--- src/rtl/sha1md_pkg.sv ---
// ---------------------------------------------------------------------------
// sha1md_pkg
// shared types and constants of the sha-1 digest engine
// ---------------------------------------------------------------------------
package sha1md_pkg;

   typedef enum logic [1:0] {
      ST_IDLE,
      ST_FILL,
      ST_ROUND,
      ST_OUTPUT
   } state_type;

   typedef struct packed {
      logic [31:0] a;
      logic [31:0] b;
      logic [31:0] c;
      logic [31:0] d;
      logic [31:0] e;
   } vars_type;

   localparam int unsigned NUM_HASH = 5;
   localparam int unsigned NUM_SCHED = 16;

   localparam logic [31:0] H_INIT [NUM_HASH] = '{
      32'h67452301, 32'hEFCDAB89, 32'h98BADCFE, 32'h10325476, 32'hC3D2E1F0
   };

   localparam logic [31:0] K_ROUND0 = 32'h5A827999;
   localparam logic [31:0] K_ROUND1 = 32'h6ED9EBA1;
   localparam logic [31:0] K_ROUND2 = 32'h8F1BBCDC;
   localparam logic [31:0] K_ROUND3 = 32'hCA62C1D6;

   localparam logic [31:0] PAD_WORD = 32'h80000000;

   localparam logic [6:0] LAST_ROUND = 7'd79;
   localparam logic [3:0] LAST_SLOT = 4'd15;
   localparam logic [3:0] LEN_HI_SLOT = 4'd14;
   localparam logic [2:0] LAST_INDEX = 3'd4;
   localparam logic [2:0] FULL_COUNT = 3'd4;

endpackage

--- src/rtl/sha1md_round.sv ---
// ---------------------------------------------------------------------------
// sha1md_round
// one sha-1 compression round: round function, constant and word add
// ---------------------------------------------------------------------------
module sha1md_round (
   input  logic [6:0]           round_idx,
   input  sha1md_pkg::vars_type cur,
   input  logic [31:0]          sched_word,
   output sha1md_pkg::vars_type nxt
);

   logic [31:0] f;
   logic [31:0] k;
   logic [31:0] t;

   always_comb begin
      if (round_idx < 7'd20) begin
         f = (cur.b & cur.c) | (~cur.b & cur.d);
         k = sha1md_pkg::K_ROUND0;
      end else if (round_idx < 7'd40) begin
         f = cur.b ^ cur.c ^ cur.d;
         k = sha1md_pkg::K_ROUND1;
      end else if (round_idx < 7'd60) begin
         f = (cur.b & cur.c) | (cur.b & cur.d) | (cur.c & cur.d);
         k = sha1md_pkg::K_ROUND2;
      end else begin
         f = cur.b ^ cur.c ^ cur.d;
         k = sha1md_pkg::K_ROUND3;
      end
      t = {cur.a[26:0], cur.a[31:27]} + f + cur.e + k + sched_word;
      nxt.a = t;
      nxt.b = cur.a;
      nxt.c = {cur.b[1:0], cur.b[31:2]};
      nxt.d = cur.c;
      nxt.e = cur.d;
   end

endmodule

--- src/rtl/sha1_message_digest.sv ---
// ---------------------------------------------------------------------------
// sha1_message_digest
// a word not marked last is taken in idle; the 16th word of each block starts
// a compression on the single round unit, and no input is taken until it ends
// a last word takes the pad and length pushes, one or two compressions, then
// five result beats before the next transaction
// synchronous reset loads the initial hash values and clears length and control
// ---------------------------------------------------------------------------
module sha1_message_digest (
   input  logic        clock,
   input  logic        reset,
   input  logic        req_tvalid,
   output logic        req_tready,
   input  logic [31:0] req_tdata,   // data_word
   input  logic [2:0]  req_tuser,   // byte_count
   input  logic        req_tlast,   // last_word
   output logic        rsp_tvalid,
   input  logic        rsp_tready,
   output logic [31:0] rsp_tdata,   // digest_word
   output logic [2:0]  rsp_tuser,   // word_index
   output logic        rsp_tlast    // last_of_digest
);

   sha1md_pkg::state_type state_ff, state_in;

   logic [31:0]          hash_ff [sha1md_pkg::NUM_HASH];
   logic [31:0]          hash_in [sha1md_pkg::NUM_HASH];
   sha1md_pkg::vars_type vars_ff, vars_in;
   sha1md_pkg::vars_type vars_nxt;
   logic [31:0]          win_ff [sha1md_pkg::NUM_SCHED];
   logic [31:0]          win_in [sha1md_pkg::NUM_SCHED];
   logic [60:0]          len_ff, len_in;
   logic [3:0]           wib_ff, wib_in;
   logic [6:0]           round_ff, round_in;
   logic                 pad_ff, pad_in;
   logic                 hi_ff, hi_in;
   logic                 final_ff, final_in;
   logic [2:0]           out_idx_ff, out_idx_in;
   logic                 rsp_valid_ff, rsp_valid_in;
   logic [31:0]          rsp_data_ff, rsp_data_in;
   logic [2:0]           rsp_idx_ff, rsp_idx_in;
   logic                 rsp_last_ff, rsp_last_in;

   logic        push_en;
   logic [31:0] push_word;
   logic        shift_en;
   logic [31:0] shift_word;
   logic [31:0] sched_mix;
   logic [31:0] sched_new;
   logic [2:0]  cnt;
   logic [31:0] keep_mask;
   logic [31:0] pad_bits;
   logic        out_load;

   sha1md_round u_round (
      .round_idx  (round_ff),
      .cur        (vars_ff),
      .sched_word (win_ff[0]),
      .nxt        (vars_nxt)
   );

   assign req_tready = (state_ff == sha1md_pkg::ST_IDLE);
   assign rsp_tvalid = rsp_valid_ff;
   assign rsp_tdata  = rsp_data_ff;
   assign rsp_tuser  = rsp_idx_ff;
   assign rsp_tlast  = rsp_last_ff;

   assign sched_mix = win_ff[13] ^ win_ff[8] ^ win_ff[2] ^ win_ff[0];
   assign sched_new = {sched_mix[30:0], sched_mix[31]};
   assign cnt       = (req_tuser > sha1md_pkg::FULL_COUNT) ? sha1md_pkg::FULL_COUNT
                                                          : req_tuser;
   assign out_load  = !rsp_valid_ff || rsp_tready;

   // partial last word: keep valid bytes, place pad byte right after them
   always_comb begin
      case (cnt)
         3'd0: begin
            keep_mask = 32'h00000000;
            pad_bits  = 32'h80000000;
         end
         3'd1: begin
            keep_mask = 32'hFF000000;
            pad_bits  = 32'h00800000;
         end
         3'd2: begin
            keep_mask = 32'hFFFF0000;
            pad_bits  = 32'h00008000;
         end
         3'd3: begin
            keep_mask = 32'hFFFFFF00;
            pad_bits  = 32'h00000080;
         end
         default: begin
            keep_mask = 32'hFFFFFFFF;
            pad_bits  = 32'h00000000;
         end
      endcase
   end

   always_comb begin
      state_in     = state_ff;
      hash_in      = hash_ff;
      vars_in      = vars_ff;
      len_in       = len_ff;
      wib_in       = wib_ff;
      round_in     = round_ff;
      pad_in       = pad_ff;
      hi_in        = hi_ff;
      final_in     = final_ff;
      out_idx_in   = out_idx_ff;
      rsp_valid_in = rsp_valid_ff && !rsp_tready;
      rsp_data_in  = rsp_data_ff;
      rsp_idx_in   = rsp_idx_ff;
      rsp_last_in  = rsp_last_ff;
      push_en      = 1'b0;
      push_word    = 32'h0;

      case (state_ff)
         sha1md_pkg::ST_IDLE: begin
            if (req_tvalid) begin
               push_en = 1'b1;
               if (!req_tlast) begin
                  push_word = req_tdata;
                  len_in    = len_ff + 61'd4;
               end else begin
                  len_in   = len_ff + 61'(cnt);
                  final_in = 1'b1;
                  state_in = sha1md_pkg::ST_FILL;
                  if (cnt == sha1md_pkg::FULL_COUNT) begin
                     push_word = req_tdata;
                     pad_in    = 1'b1;
                  end else begin
                     push_word = (req_tdata & keep_mask) | pad_bits;
                  end
               end
            end
         end
         sha1md_pkg::ST_FILL: begin
            push_en = 1'b1;
            if (pad_ff) begin
               push_word = sha1md_pkg::PAD_WORD;
               pad_in    = 1'b0;
            end else if (wib_ff == sha1md_pkg::LEN_HI_SLOT) begin
               push_word = len_ff[60:29];
               hi_in     = 1'b1;
            end else if (wib_ff == sha1md_pkg::LAST_SLOT && hi_ff) begin
               push_word = {len_ff[28:0], 3'b000};
            end else begin
               push_word = 32'h0;
            end
         end
         sha1md_pkg::ST_ROUND: begin
            vars_in  = vars_nxt;
            round_in = round_ff + 7'd1;
            if (round_ff == sha1md_pkg::LAST_ROUND) begin
               round_in   = 7'd0;
               hash_in[0] = hash_ff[0] + vars_nxt.a;
               hash_in[1] = hash_ff[1] + vars_nxt.b;
               hash_in[2] = hash_ff[2] + vars_nxt.c;
               hash_in[3] = hash_ff[3] + vars_nxt.d;
               hash_in[4] = hash_ff[4] + vars_nxt.e;
               if (!final_ff) begin
                  state_in = sha1md_pkg::ST_IDLE;
               end else if (hi_ff) begin
                  state_in = sha1md_pkg::ST_OUTPUT;
               end else begin
                  state_in = sha1md_pkg::ST_FILL;
               end
            end
         end
         sha1md_pkg::ST_OUTPUT: begin
            if (out_load) begin
               rsp_valid_in = 1'b1;
               rsp_data_in  = hash_ff[out_idx_ff];
               rsp_idx_in   = out_idx_ff;
               rsp_last_in  = (out_idx_ff == sha1md_pkg::LAST_INDEX);
               out_idx_in   = out_idx_ff + 3'd1;
               if (out_idx_ff == sha1md_pkg::LAST_INDEX) begin
                  out_idx_in = 3'd0;
                  hash_in    = sha1md_pkg::H_INIT;
                  len_in     = 61'd0;
                  wib_in     = 4'd0;
                  hi_in      = 1'b0;
                  final_in   = 1'b0;
                  state_in   = sha1md_pkg::ST_IDLE;
               end
            end
         end
         default: begin
            state_in = sha1md_pkg::ST_IDLE;
         end
      endcase

      // a push into the last slot completes a block
      if (push_en) begin
         wib_in = wib_ff + 4'd1;
         if (wib_ff == sha1md_pkg::LAST_SLOT) begin
            state_in = sha1md_pkg::ST_ROUND;
            vars_in  = '{a: hash_ff[0], b: hash_ff[1], c: hash_ff[2],
                         d: hash_ff[3], e: hash_ff[4]};
         end
      end
   end

   // message schedule window: win[0] is the word of the current round
   assign shift_en   = push_en || (state_ff == sha1md_pkg::ST_ROUND);
   assign shift_word = push_en ? push_word : sched_new;

   always_comb begin
      for (int i = 0; i < 15; i++) begin
         win_in[i] = shift_en ? win_ff[i + 1] : win_ff[i];
      end
      win_in[15] = shift_en ? shift_word : win_ff[15];
   end

   always_ff @(posedge clock) begin
      if (reset) begin
         state_ff <= sha1md_pkg::ST_IDLE;
      end else begin
         state_ff <= state_in;
      end
   end

   always_ff @(posedge clock) begin
      if (reset) begin
         hash_ff      <= sha1md_pkg::H_INIT;
         len_ff       <= 61'd0;
         wib_ff       <= 4'd0;
         round_ff     <= 7'd0;
         pad_ff       <= 1'b0;
         hi_ff        <= 1'b0;
         final_ff     <= 1'b0;
         out_idx_ff   <= 3'd0;
         rsp_valid_ff <= 1'b0;
      end else begin
         hash_ff      <= hash_in;
         len_ff       <= len_in;
         wib_ff       <= wib_in;
         round_ff     <= round_in;
         pad_ff       <= pad_in;
         hi_ff        <= hi_in;
         final_ff     <= final_in;
         out_idx_ff   <= out_idx_in;
         rsp_valid_ff <= rsp_valid_in;
      end
   end

   always_ff @(posedge clock) begin
      vars_ff     <= vars_in;
      win_ff      <= win_in;
      rsp_data_ff <= rsp_data_in;
      rsp_idx_ff  <= rsp_idx_in;
      rsp_last_ff <= rsp_last_in;
   end

`ifndef SYNTH
   a_round_start_block_full: assert property (@(posedge clock) disable iff (reset)
      (state_ff == sha1md_pkg::ST_ROUND && round_ff == 7'd0) |-> (wib_ff == 4'd0))
      else $error("compression started without a full block");

   a_no_accept_during_final: assert property (@(posedge clock) disable iff (reset)
      (req_tvalid && req_tready) |-> !final_ff)
      else $error("transaction accepted while a digest is pending");

   a_restore_after_digest: assert property (@(posedge clock) disable iff (reset)
      (state_ff == sha1md_pkg::ST_OUTPUT && out_load &&
       out_idx_ff == sha1md_pkg::LAST_INDEX)
      |=> (state_ff == sha1md_pkg::ST_IDLE && len_ff == 61'd0 && wib_ff == 4'd0))
      else $error("state not restored after last digest word");

   a_round_in_range: assert property (@(posedge clock) disable iff (reset)
      (state_ff != sha1md_pkg::ST_ROUND) |-> (round_ff == 7'd0))
      else $error("round counter active outside compression");
`endif

endmodule
--- config.mk ---
export PLATFORM = sky130hd
export DESIGN_NAME = sha1_message_digest
export DESIGN_NICKNAME = d
export VERILOG_FILES = /design/src/rtl/sha1md_pkg.sv /design/src/rtl/sha1md_round.sv /design/src/rtl/sha1_message_digest.sv
export SDC_FILE = /design/constraint.sdc
export NUM_CORES = 2
export LEC_CHECK = 0
export ABC_AREA = 0
export BUFFER_PORTS_ARGS = -buffer_cell sky130_fd_sc_hd__buf_2
export CAP_MARGIN = 20
export CORE_UTILIZATION = 64
export CTS_CLUSTER_SIZE = 28
export DETAILED_ROUTE_END_ITERATION = 16
export PLACE_DENSITY = 0.81
export SLEW_MARGIN = 20
export SYNTH_ARGS = -nofsm -noshare
export SYNTH_HDL_FRONTEND = slang
export SYNTH_SLANG_ARGS = --single-unit
export TNS_END_PERCENT = 5
--- constraint.sdc ---
create_clock -name clock -period 37.2 [get_ports clock]
set_input_delay 1.86 -clock clock [delete_from_list [all_inputs] [get_ports clock]]
set_output_delay 1.86 -clock clock [all_outputs]
set_load 0.1 [all_outputs]
==> results.md <==
* Clock latency on the worst-skew pair at roughly 0.68 ns
* First-pass GRT wire length at 192000 um
* Syn Nets at approximately 4700
* Hold Fails Final Rpt at 0
* Reg2reg setup slack at between 20 and 30 ns
* Synthesized area at between 40000 and 50000 um^2
* Routed vias at approximately 34000
* Initial antenna violation count at 1
* Core area at ~73000 um^2
* Antenna Violating Nets Remaining at 0
* Crit path DAT at around 8 ns
* Final min period at 7.60 ns
* Post-route cell area at 52300 um^2
* Clock skew at roughly 0.035 ns
* Root buf cell: clkbuf_16
* GRT Residual Overflow at 0
* Hold Startpoint: win_ff[350]
* Unique masters post-synth at 100
* Worst VDD drop at ~0.07 mV
* Critical-path maximum fanout at 23
* Post-CTS setup buffers at 0
* RSZ-0062 raised after global routing: false
* Clk sink count at ~950
* Post-synth ARST share at 0%
* FMAX at between 100 and 150 MHz
* Initial Util at between 60% and 70%
* Post-synth EDFFs at about 550
* Req. time, crit path at 37.78 ns
* Final worst-path cycle share at between 20% and 30%
* Final critical-path setup slack at about 30 ns
* Clk pwr share at 25.5%
* Nets at 4736
* Port Buffers at just under 80
* Die Footprint at between 70000 and 80000 um^2
* Syn avg cell area at ~11 um^2
* Slowest cell delay on critical path at around 0.54 ns
* Hold path depth at 0
* Synthesis warning total at 0
* Die Wd at between 200 and 300 um
* Slowest-stage cell, CP: fa_1
* Setup TNS at 0 ns
* Drt via density at ~6.3
* Crit. End Element: flop
* Routability cong. at a little over 1
* CTS Hold Bufs at 0
* Critical path class: reg -> reg
* WL/cell at 23.5 um
* Final setup vio count at 0
* CTS tree: yes
* Antenna diode count at 0
* Worst Hold End: win_ff[382]
* Clock-pin slew on the worst setup and hold paths at 0.07 ns
* Fin. max-slew vios at 0
* NetSw at approximately 0.0014 W
* Seq cells post-synth at 949
* Sw Share at between 30% and 40%
* DP Wirelength at just under 90000 um
* Storage cell area at roughly 24000 um^2
* Die Height at 275 um
* Vias in the first global route at approximately 33000
* Cells after synthesis at ~4300
* Worst r2r src: round_ff[3]
* Ys flop type: edfxtp_1
* Cts repair resizes at 0
* Place WS at 29.76 ns
* Total CTS buffers at 92
* Seq/Total Area, Yosys at around half
* # rows at just under 100
* Area after DPL at a little under 50000 um^2
* Overall Global Routing Usage at 33.7%
* Area Overhead vs Synth at 9.45%
* H-tree depth at 3
* Worst Hold Class: reg -> reg
* Multi-input logic area at between 20000 and 25000 um^2
* Least-Margin Pin Slew at about 1.1 ns
* Ports at roughly 80
* DRT Pass-1 Iters at 6
* Relative slew slack at 24.6%
* Pint at about 0.0024 W
* Pin count of the biggest net entering global routing at 107
* Pwr Density at between 70 and 80 nW/um^2
* Reg2reg end: hash_ff[159]
* Comb pwr share at about two fifths
* Fillers at between 5000 and 6000
* CTS max path bufs at 3
* Static Leakage at ~20 nW
* DRT Wirelength at ~130000 um
* Layout cells sized above 1 at 8.13%
* Status: completed
* Length in cells of the worst reg-to-reg path at 30
* 1st-iter DRT viols at 4098
* Share of power burned in registers at 34.5%
* DRC errors left at 0
* CP Launch Type: flop
* Maximum Capacitance Violations at 0
==> through the flow <==
stage | util (%) | hold slack (ns) | total power (W) | std cells
4_1_cts | 71.1 | 0.408 | 0.00378 | 5400
3_5_place_dp | 66.8 | 0.405 | 0.00280 | 5226
5_1_grt | 71.2 | 0.422 | 0.00401 | 5401
2_1_floorplan | - | 0.400 | 0.00252 | 4316
6_report | 71.2 | 0.405 | 0.00380 | 5401
3_3_place_gp | 66.8 | 0.400 | 0.00278 | 5226
==> metal layers <==
layer	share of wire [%]	vias to the layer above	track usage, %
met5	0.010	-	0
met4	3.8	2	13.0
met3	9.8	284	5.86
met2	46	1783	53.0
met1	41	16700	47.0
li1	-	15500	-
==> power groups by stage <==
| stage | Clock [W] | Combinational [W] | Sequential, W |
|---|---|---|---|
| global placement | 0 | 0.00146 | 0.00132 |
| detailed placement | 0 | 0.00148 | 0.00133 |
| global route | 0.00102 | 0.00167 | 0.00132 |
| floorplan | 0 | 0.00116 | 0.00135 |
| finish | 0.000968 | 0.00152 | 0.00131 |
| CTS | 0.000978 | 0.00149 | 0.00131 |
==> sequential cells by signal (all words and copies together) (netlist names) <==
| name | flops |
|---|---|
| vars_ff | 160 |
| out_idx_ff | 3 |
| final_ff | 1 |
| rsp_tuser | 3 |
| state_ff | 2 |
| win_ff | 512 |
| hash_ff | 160 |
| len_ff | 61 |
| rsp_tlast | 1 |
| hi_ff | 1 |
| rsp_tvalid | 1 |
| rsp_tdata | 32 |
| pad_ff | 1 |
| wib_ff | 4 |
| round_ff | 7 |
==> worst max-delay path by stage <==
| stage | slack (ns) | startpoint | cells past startpoint | end |
|---|---|---|---|---|
| 2_1_floorplan | 8.58 | req_tvalid | 5 | win_ff[0] |
| 3_3_place_gp | 29.90 | round_ff[3] | 30 | hash_ff[159] |
| 3_5_place_dp | 29.76 | round_ff[3] | 30 | hash_ff[159] |
| 4_1_cts | 29.71 | round_ff[3] | 30 | hash_ff[159] |
| 5_1_grt | 29.26 | round_ff[3] | 32 | hash_ff[159] |
| 6_report | 29.60 | round_ff[3] | 30 | hash_ff[159] |
==> cell usage after synthesis, types with 6 or more instances <==
master | number | area (um^2)
buf_1 | 10 | 37.5
o211ai_1 | 15 | 113
nor2b_1 | 33 | 206
a211oi_1 | 20 | 150
and2_1 | 13 | 81.3
or2_2 | 7 | 43.8
a221o_1 | 16 | 160
and4_1 | 8 | 70.1
and3_1 | 44 | 275
nand3_1 | 67 | 335
nor3b_1 | 6 | 45.0
or3_1 | 28 | 175
xnor2_1 | 171 | 1500
mux2i_1 | 192 | 1920
edfxtp_1 | 548 | 16500
mux4_2 | 32 | 721
o21bai_1 | 28 | 210
a22oi_1 | 32 | 240
a211o_1 | 7 | 61.3
a222oi_1 | 11 | 110
xor2_1 | 134 | 1170
nand2_1 | 364 | 1370
a221oi_1 | 12 | 105
o21ai_0 | 278 | 1390
nand4_1 | 30 | 188
o21a_1 | 23 | 173
a21oi_1 | 252 | 1260
fa_1 | 126 | 2520
a21boi_1 | 6 | 45.0
clkbuf_1 | 147 | 552
nand2b_1 | 62 | 388
o21ai_1 | 47 | 235
o22ai_1 | 49 | 307
nor4_1 | 7 | 43.8
nor3_1 | 63 | 315
nand3b_1 | 6 | 45.0
a31oi_1 | 23 | 144
nor2_1 | 289 | 1080
a21o_1 | 84 | 631
dfxtp_1 | 401 | 8030
o221ai_1 | 8 | 70.1
inv_1 | 292 | 1100
o31a_1 | 6 | 52.6
ha_1 | 208 | 2600
==> cell usage in the layout (no fill, tap or decap), types with 23 or more instances in the layout <==
| cell | netlist | routed |
|---|---|---|
| a22oi_1 | 32 | 32 |
| nand2b_1 | 62 | 61 |
| nor3_1 | 63 | 62 |
| clkbuf_16 | 0 | 96 |
| a21o_1 | 84 | 84 |
| nand4_1 | 30 | 30 |
| and3_1 | 44 | 44 |
| inv_1 | 292 | 291 |
| or3_1 | 28 | 28 |
| edfxtp_1 | 548 | 548 |
| o22ai_1 | 49 | 49 |
| a21oi_1 | 252 | 250 |
| xor2_1 | 134 | 134 |
| nand3_1 | 67 | 67 |
| o21ai_1 | 47 | 47 |
| o21a_1 | 23 | 23 |
| mux2i_1 | 192 | 192 |
| fa_1 | 126 | 126 |
| buf_4 | 1 | 37 |
| o21bai_1 | 28 | 28 |
| dfxtp_1 | 401 | 399 |
| a31oi_1 | 23 | 23 |
| mux4_2 | 32 | 32 |
| nor2b_1 | 33 | 33 |
| buf_2 | 5 | 76 |
| nand2_1 | 364 | 362 |
| xnor2_1 | 171 | 171 |
| ha_1 | 208 | 207 |
| nor2_1 | 289 | 285 |
| o21ai_0 | 278 | 278 |
==> critical path: cells and delay by family, from the launching register on <==
family	cells	cell delay [ns]
AOI/OAI and AO/OA	14	2.99
buffers and inverters	4	0.85
DFF	1	0.45
adders and majority gates	4	1.74
xor gates and xnor gates	2	0.33
and+or+nand+nor	6	1.11
==> logic make-up (layout without fill, tap and decap cells) <==
| group | after synthesis | after routing | synth area share [%] |
|---|---|---|---|
| xor gates and xnor gates | 305 | 305 | 5.59 |
| adders and majority gates | 334 | 334 | 10.7 |
| AOI/OAI and AO/OA | 989 | 989 | 12.9 |
| buffers and inverters | 460 | 586 | 3.65 |
| and+or+nand+nor | 1051 | 1051 | 10.2 |
| DFF | 949 | 949 | 51.3 |
| muxes | 228 | 228 | 5.63 |
==> area by class of cell <==
cell class	count	share of cell area [%]
clock buffers	119	4.89
clock inverters	55	1.16
inverters	296	2.13
multi-input cells	2907	41.4
flip-flops and latches	949	46.8
well taps	959	2.29
repair buffers	116	1.34
Power figures use the tool's default switching activity.
